File: config.mk
export PLATFORM = sky130hd
export DESIGN_NAME = lru_key_value_cache_top
export DESIGN_NICKNAME = d
export VERILOG_FILES = /design/src/rtl/lkvc_pkg.sv /design/src/rtl/lkvc_store.sv /design/src/rtl/lru_key_value_cache_top.sv
export SDC_FILE = /design/constraint.sdc
export NUM_CORES = 2
export LEC_CHECK = 0
export ABC_AREA = 1
export BUFFER_PORTS_ARGS = -buffer_cell sky130_fd_sc_hd__buf_2
export CAP_MARGIN = 20
export CORE_ASPECT_RATIO = 1.1
export CORE_MARGIN = 4
export CORE_UTILIZATION = 41
export CTS_BUF_LIST = sky130_fd_sc_hd__clkbuf_8
export DETAILED_ROUTE_END_ITERATION = 12
export PLACE_DENSITY_LB_ADDON = 0.2
export SETUP_SLACK_MARGIN = 0.5
export SLEW_MARGIN = 30
export SYNTH_ARGS = -nofsm -noshare
export SYNTH_HDL_FRONTEND = slang
export SYNTH_SLANG_ARGS = --single-unit
File: constraint.sdc
create_clock -name clk -period 5.37 [get_ports clk]
set_input_delay 0 -clock clk [delete_from_list [all_inputs] [get_ports clk]]
set_output_delay 0 -clock clk [all_outputs]
set_load 0.01 [all_outputs]
File: src/rtl/lkvc_pkg.sv
// Package for the LRU key/value cache: item structs, operation codes, constants.
// No dependencies; used by every module of the block.
package lkvc_pkg;

	localparam int DATA_W = 32;
	localparam int CAP_W  = 5;

	localparam logic OP_GET = 1'b0;
	localparam logic OP_PUT = 1'b1;

	localparam logic [CAP_W-1:0]        CAP_RESET  = 5'd16;
	localparam logic signed [DATA_W-1:0] MISS_VALUE = -32'sd1;
	localparam logic signed [DATA_W-1:0] PUT_VALUE  = 32'sd0;

	typedef struct packed {
		logic                      operation;
		logic signed [DATA_W-1:0]  key;
		logic signed [DATA_W-1:0]  value;
	} req_t;

	typedef struct packed {
		logic                      found;
		logic signed [DATA_W-1:0]  read_value;
		logic                      evicted;
	} rsp_t;

endpackage

File: src/rtl/lkvc_store.sv
// Entry store of the LRU cache: key CAM, values, valid bits, recency ranks, occupancy.
// Computes the result of the staged item and updates the state at the same edge.
// Depends on lkvc_pkg.
module lkvc_store #(
	parameter int MAX_ENTRIES = 16
) (
	input  logic                      clk,
	input  logic                      arst_n,
	input  logic                      upd,
	input  lkvc_pkg::req_t            item,
	input  logic [lkvc_pkg::CAP_W-1:0] capacity,
	output lkvc_pkg::rsp_t            result
);

	localparam int IW = (MAX_ENTRIES > 1) ? $clog2(MAX_ENTRIES) : 1;
	localparam int OW = $clog2(MAX_ENTRIES + 1);
	localparam int CW = (OW > lkvc_pkg::CAP_W) ? OW : lkvc_pkg::CAP_W;

	logic signed [lkvc_pkg::DATA_W-1:0] key_q   [MAX_ENTRIES];
	logic signed [lkvc_pkg::DATA_W-1:0] value_q [MAX_ENTRIES];
	logic [MAX_ENTRIES-1:0]             valid_q;
	logic [IW-1:0]                      rank_q  [MAX_ENTRIES];
	logic [OW-1:0]                      occ_q;

	logic [MAX_ENTRIES-1:0]             hit_vec, lru_vec, touch_vec;
	logic                               hit, has_free, full, do_evict, do_insert;
	logic [IW-1:0]                      hit_idx, lru_idx, free_idx, wr_idx, touch_r;
	logic [IW-1:0]                      hit_rank, lru_rank;
	logic signed [lkvc_pkg::DATA_W-1:0] hit_value;
	logic [CW-1:0]                      cap_ext, max_ext, eff_cap;
	logic                               wr_key, wr_val;
	logic [IW-1:0]                      rank_d  [MAX_ENTRIES];
	logic [MAX_ENTRIES-1:0]             valid_d;
	logic [OW-1:0]                      occ_d;

	always_comb begin
		lru_rank  = IW'(occ_q - OW'(1));
		hit_idx   = '0;
		lru_idx   = '0;
		hit_rank  = '0;
		hit_value = '0;
		free_idx  = '0;
		for (int i = 0; i < MAX_ENTRIES; i++) begin
			hit_vec[i] = valid_q[i] && (key_q[i] == item.key);
			lru_vec[i] = valid_q[i] && (rank_q[i] == lru_rank);
			if (hit_vec[i]) begin
				hit_idx   = hit_idx | IW'(i);
				hit_rank  = hit_rank | rank_q[i];
				hit_value = hit_value | value_q[i];
			end
			if (lru_vec[i])
				lru_idx = lru_idx | IW'(i);
		end
		for (int i = MAX_ENTRIES - 1; i >= 0; i--) begin
			if (!valid_q[i])
				free_idx = IW'(i);
		end
		hit      = |hit_vec;
		has_free = ~&valid_q;
	end

	// effective capacity: zero means one, clamp to the entry count
	always_comb begin
		cap_ext = CW'(capacity);
		max_ext = CW'(MAX_ENTRIES);
		if (capacity == '0)
			eff_cap = CW'(1);
		else if (cap_ext > max_ext)
			eff_cap = max_ext;
		else
			eff_cap = cap_ext;
		full = (CW'(occ_q) >= eff_cap) || !has_free;
	end

	always_comb begin
		do_evict  = (item.operation == lkvc_pkg::OP_PUT) && !hit && full && (occ_q != '0);
		do_insert = (item.operation == lkvc_pkg::OP_PUT) && !hit && !do_evict;
		wr_key    = do_evict || do_insert;
		wr_val    = wr_key || (hit && (item.operation == lkvc_pkg::OP_PUT));
		if (hit)
			wr_idx = hit_idx;
		else if (do_evict)
			wr_idx = lru_idx;
		else
			wr_idx = free_idx;

		touch_vec = hit ? hit_vec : (do_evict ? lru_vec : '0);
		touch_r   = hit ? hit_rank : lru_rank;

		valid_d = valid_q;
		occ_d   = occ_q;
		for (int i = 0; i < MAX_ENTRIES; i++) begin
			rank_d[i] = rank_q[i];
			if (do_insert) begin
				if (valid_q[i])
					rank_d[i] = rank_q[i] + IW'(1);
			end else if (touch_vec[i]) begin
				rank_d[i] = '0;
			end else if ((hit || do_evict) && valid_q[i] && (rank_q[i] < touch_r)) begin
				rank_d[i] = rank_q[i] + IW'(1);
			end
		end
		if (do_insert) begin
			valid_d[free_idx] = 1'b1;
			rank_d[free_idx]  = '0;
			occ_d             = occ_q + OW'(1);
		end
	end

	always_comb begin
		result.found   = hit;
		result.evicted = do_evict;
		if (item.operation == lkvc_pkg::OP_PUT)
			result.read_value = lkvc_pkg::PUT_VALUE;
		else if (hit)
			result.read_value = hit_value;
		else
			result.read_value = lkvc_pkg::MISS_VALUE;
	end

	always_ff @(posedge clk or negedge arst_n) begin
		if (!arst_n) begin
			valid_q <= '0;
			occ_q   <= '0;
			for (int i = 0; i < MAX_ENTRIES; i++)
				rank_q[i] <= '0;
		end else if (upd) begin
			valid_q <= valid_d;
			occ_q   <= occ_d;
			for (int i = 0; i < MAX_ENTRIES; i++)
				rank_q[i] <= rank_d[i];
		end
	end

	always_ff @(posedge clk) begin
		if (upd && wr_key)
			key_q[wr_idx] <= item.key;
		if (upd && wr_val)
			value_q[wr_idx] <= item.value;
	end

endmodule

File: src/rtl/lru_key_value_cache_top.sv
// Top level of the fully associative LRU key/value cache.
// Input stage, capacity register and result register; instantiates lkvc_store.
// Depends on lkvc_pkg and lkvc_store.
//
//   channel   handshake                  payload
//   request   req_valid / req_ready      req (operation, key, value)
//   response  rsp_valid / rsp_ready      rsp (found, read_value, evicted)
//   config    cfg_we                     cfg_wdata (capacity)
//
// One item per cycle sustained while rsp_ready is high; after a request is accepted,
// its response passes through the input stage, then the result register.
// Lookup, recency update and write all happen in the same cycle from the input stage.
// Reset empties the store and sets capacity to 16.
// A held response stalls an occupied input stage, which then drops req_ready.
module lru_key_value_cache_top #(
	parameter int MAX_ENTRIES = 16
) (
	input  logic                      clk,
	input  logic                      arst_n,
	input  logic                      req_valid,
	output logic                      req_ready,
	input  lkvc_pkg::req_t            req,
	output logic                      rsp_valid,
	input  logic                      rsp_ready,
	output lkvc_pkg::rsp_t            rsp,
	input  logic                      cfg_we,
	input  logic [lkvc_pkg::CAP_W-1:0] cfg_wdata
);

	logic                       valid_s1, valid_s2, adv_s1;
	lkvc_pkg::req_t             item_s1;
	lkvc_pkg::rsp_t             rsp_s2, result;
	logic [lkvc_pkg::CAP_W-1:0] cap_q;

	assign adv_s1    = valid_s1 && (!valid_s2 || rsp_ready);
	assign req_ready = !valid_s1 || adv_s1;
	assign rsp_valid = valid_s2;
	assign rsp       = rsp_s2;

	always_ff @(posedge clk or negedge arst_n) begin
		if (!arst_n) begin
			cap_q    <= lkvc_pkg::CAP_RESET;
			valid_s1 <= 1'b0;
			valid_s2 <= 1'b0;
		end else begin
			if (cfg_we)
				cap_q <= cfg_wdata;
			if (req_ready)
				valid_s1 <= req_valid;
			if (adv_s1)
				valid_s2 <= 1'b1;
			else if (rsp_ready)
				valid_s2 <= 1'b0;
		end
	end

	always_ff @(posedge clk) begin
		if (req_ready && req_valid)
			item_s1 <= req;
		if (adv_s1)
			rsp_s2 <= result;
	end

	lkvc_store #(
		.MAX_ENTRIES(MAX_ENTRIES)
	) u_store (
		.clk      (clk),
		.arst_n   (arst_n),
		.upd      (adv_s1),
		.item     (item_s1),
		.capacity (cap_q),
		.result   (result)
	);

endmodule

==> impl_metrics.csv <==
group,metric,value,unit
timing,hold_viol,0,
setup_path,cp_max_fo,32,
drt,post_drt_wl_per_cell,25.0,um
grt,grt_use_met2,41.4,%
timing,fin_setup_tns,0,ps
timing,setup_viol,0,
floorplan,core_area,133000,um^2
timing,worstMarginPinSlew,936,ps
clock_tree,cts_buffer_depth,3,
final_layout,area_growth,16.5,%
drt,drt-pass1-iter-count,6,
clock_tree,cts_sinks,1215,
floorplan,fp-row-count,140,
setup_path,crit_arrival,5210,ps
setup_path,start_kind,"register",
drt,drt_iter0_drc,3995,
floorplan,die_w,357,um
power,finalPower,27.8,mW
grt,grt_max_degree,59,
clock_tree,clkSlewWorstSetupHoldPaths,70,ps
setup_path,required,5930,ps
synthesis,synth_cells,4855,
drt,postRouteAntennaNets,0,
grt,grt_util_met1,34.5,%
drt,wirelength,181,mm
outcome,status,"finished clean",
synthesis,synth.distinct_cells,61,
placement,place.gp.congestion,0.911,
floorplan,boundaryPins,111,
timing,rsz0062_at_grt,"no",
drt,vias,39900,
floorplan,dieHeight,392,um
clock_tree,insertion_delay,940,ps
final_layout,drive_above_1_share,12.8,%
power,irDropWorstVdd,0.506,mV
drt,viasPerCell,5.49,
synthesis,avgSynthCellArea,11.3,um^2
grt,grt_pass1_wl,262,mm
synthesis,ys_ff_latch,1215,
grt,overflow,0,
run,drv_cap,0,
final_layout,fillers,12100,
placement,port_buffers,110,
synthesis,yosys.area.top_type,"edfxtp_1",
synthesis,yosysWarnings,0,
grt,first_global_vias,38700,
grt,gr-usage-all-layers,25.7,%
synthesis,ys_seq_area_share,65.5,%
placement,dp.final_hpwl,111,mm
synthesis,syn-cell-area,55000,um^2
timing,fin_crit,4650,ps
synthesis,synth_area_leaders,"edfxtp_1 (61%), nand2_1 (7.8%), dfrtp_1 (4.1%)",
timing,relSlewSlack,37.6,%
power,powerDensity,435,nW/um^2
setup_path,endpoint_kind,"register",
grt,antenna_found_initial,6,
timing,clock_skew,37.7,ps
floorplan,initial_core_util,41.4,%
final_layout,final_nets,5455,
timing,period_share,86.6,%
hold_path,hold_path.class,"input pin to async pin",
clock_tree,htreeDepth,4,
floorplan,dieArea,140000,um^2
timing,fmax,0.215,GHz
grt,top_usage_layer,"met2",
clock_tree,cts_root_buf,"clkbuf_8",
timing,slew_viol_final,0,
clock_tree,cts-buffers-inserted,193,
drt,drc,0,
grt,use_met3,5.09,%
synthesis,synth_top_cell_area_share,61.3,%
setup_path,critPathKind,"register to register",
clock_tree,cts_tree,"built",
synthesis,synth_fp_nets,5002,
power,power_leakage,24.6,nW
-- power breakdown --
group / switching [mW] / leakage [nW] / internal [mW]
sequential: 0.825 / 11.2 / 11.4
clock: 3.92 / 2.18 / 4.06
combinational: 5.11 / 11.3 / 2.58
-- cells in the final DEF, fill, tap and decap left out, drive strengths merged, types with 91 or more instances in the layout --
cell         instances
clkbuf             200
dfrtp               91
edfxtp            1123
nand2             1164
nand3              182
dlygate4sd3        154
inv                541
nor2               410
xnor2              137
a22o               192
o21ai              306
buf                278
-- critical path: stages, from the launching register on --
cell and delay [ps]:
edfxtp_1 400, inv_2 480, buf_4 320, o21ai_1 80, nor2_1 100, nand2_1 70
nor2_1 260, nand3_1 190, nor2_4 180, nor2_1 60, nand2_1 130, nor2_4 70
nand2_8 230, inv_4 100, nand2_4 230, o211ai_2 200, inv_2 130, nand2_2 330
nor3_4 250, buf_4 420
-- area by class of cell --
type	count	area [um^2]	area share (%)
Sequential cell	1215	36000	56.2
Multi-Input combinational cell	2990	16600	25.9
Timing Repair Buffer	432	3540	5.52
Clock buffer	200	2750	4.30
Tap cell	1775	2220	3.47
Inverter	476	1810	2.83
Clock inverter	158	1090	1.71
Antenna cell	9	22.5	0.0352
-- metrics by stage --
stage / area, um^2 / setup slack [ps] / instances / hold slack [ps] / util [%]
2_1_floorplan: 55000 / 870 / 4855 / -296 / -
6_report: 64000 / 719 / 7255 / 149 / 48.2
3_5_place_dp: 58600 / 588 / 6729 / 134 / 44.1
4_1_cts: 64000 / 522 / 7242 / 68.0 / 48.2
5_1_grt: 64000 / 511 / 7247 / 112 / 48.2
3_3_place_gp: 58600 / 630 / 6729 / 127 / 44.1
-- flip-flops by register name, indices dropped and copies added (netlist names) --
register and cells:
rsp 34, valid_s1 1, u_store.key_q 512, u_store.value_q 512, u_store.valid_q 16, rsp_valid 1, cap_q 5, u_store.rank_q 64
item_s1 65, u_store.occ_q 5
-- per-layer routing --
metal | part of all wire [%] | wire length (um)
met5 | 0.0088 | 16
met4 | 3.5 | 6400
met3 | 8.2 | 14900
met2 | 47 | 84200
met1 | 42 | 75500
-- worst paths after layout --
| path | start | end | slack [ps] | cells past startpoint |
|---|---|---|---|---|
| worst max register to register | item_s1[37] | u_store.key_q[13][20] | 720 | 19 |
| min in group clk | req[18] | item_s1[18] | 310 | 3 |
| worst min register to register | u_store.occ_q[4] | u_store.occ_q[4] | 500 | 1 |
| max in group asynchronous | arst_n | u_store.rank_q[52] | 4510 | 4 |
| worst max-delay path | item_s1[37] | u_store.key_q[13][20] | 720 | 19 |
| worst min-delay path | arst_n | cap_q[4] | 150 | 3 |
-- cells by family (layout without fill, tap and decap cells) --
group,Yosys count,in the layout,synth area share (%)
AO/OA/AOI/OAI,793,793,9.73
AND/OR/NAND/NOR,1906,1906,14.7
flip-flops,1215,1215,65.5
buffers and inverters,650,1266,4.88
other,0,9,0
adder cells (fa/ha/maj),72,72,1.64
multiplexers,3,3,0.0614
XOR/XNOR,216,216,3.47
-- cells in the mapped netlist (all sizes together) --
cell type and count:
a221oi 70, nand3 182, a22oi 3, nor3b 1
nor3 56, o21ai 306, buf 105, o2111ai 3
o211ai 21, o221ai 3, or3 1, nor2 410
inv 476, nor4 42, a22o 192, a211oi 21
clkbuf 69, a2111oi 3, xor2 79, a21oi 84
a21boi 1, a41oi 32, or4 4, nand2 1164
a31o 1, o31ai 2, dfrtp 91, and2 1
edfxtp 1123, a31oi 17, dfstp 1, mux2 3
or2 12, nand4 10, nand3b 23, o21a 1
ha 72, o22ai 33, xnor2 137
-- what timing repair did --
item                                   in CTS  in global routing
hold buffers                              155                  0
setup endpoints to repair                   0                935
endpoints found under the hold margin     180                  0
resized for setup                           0                 12
setup buffers                               0                  4
Note: power is estimated with default switching activity, not from simulation.
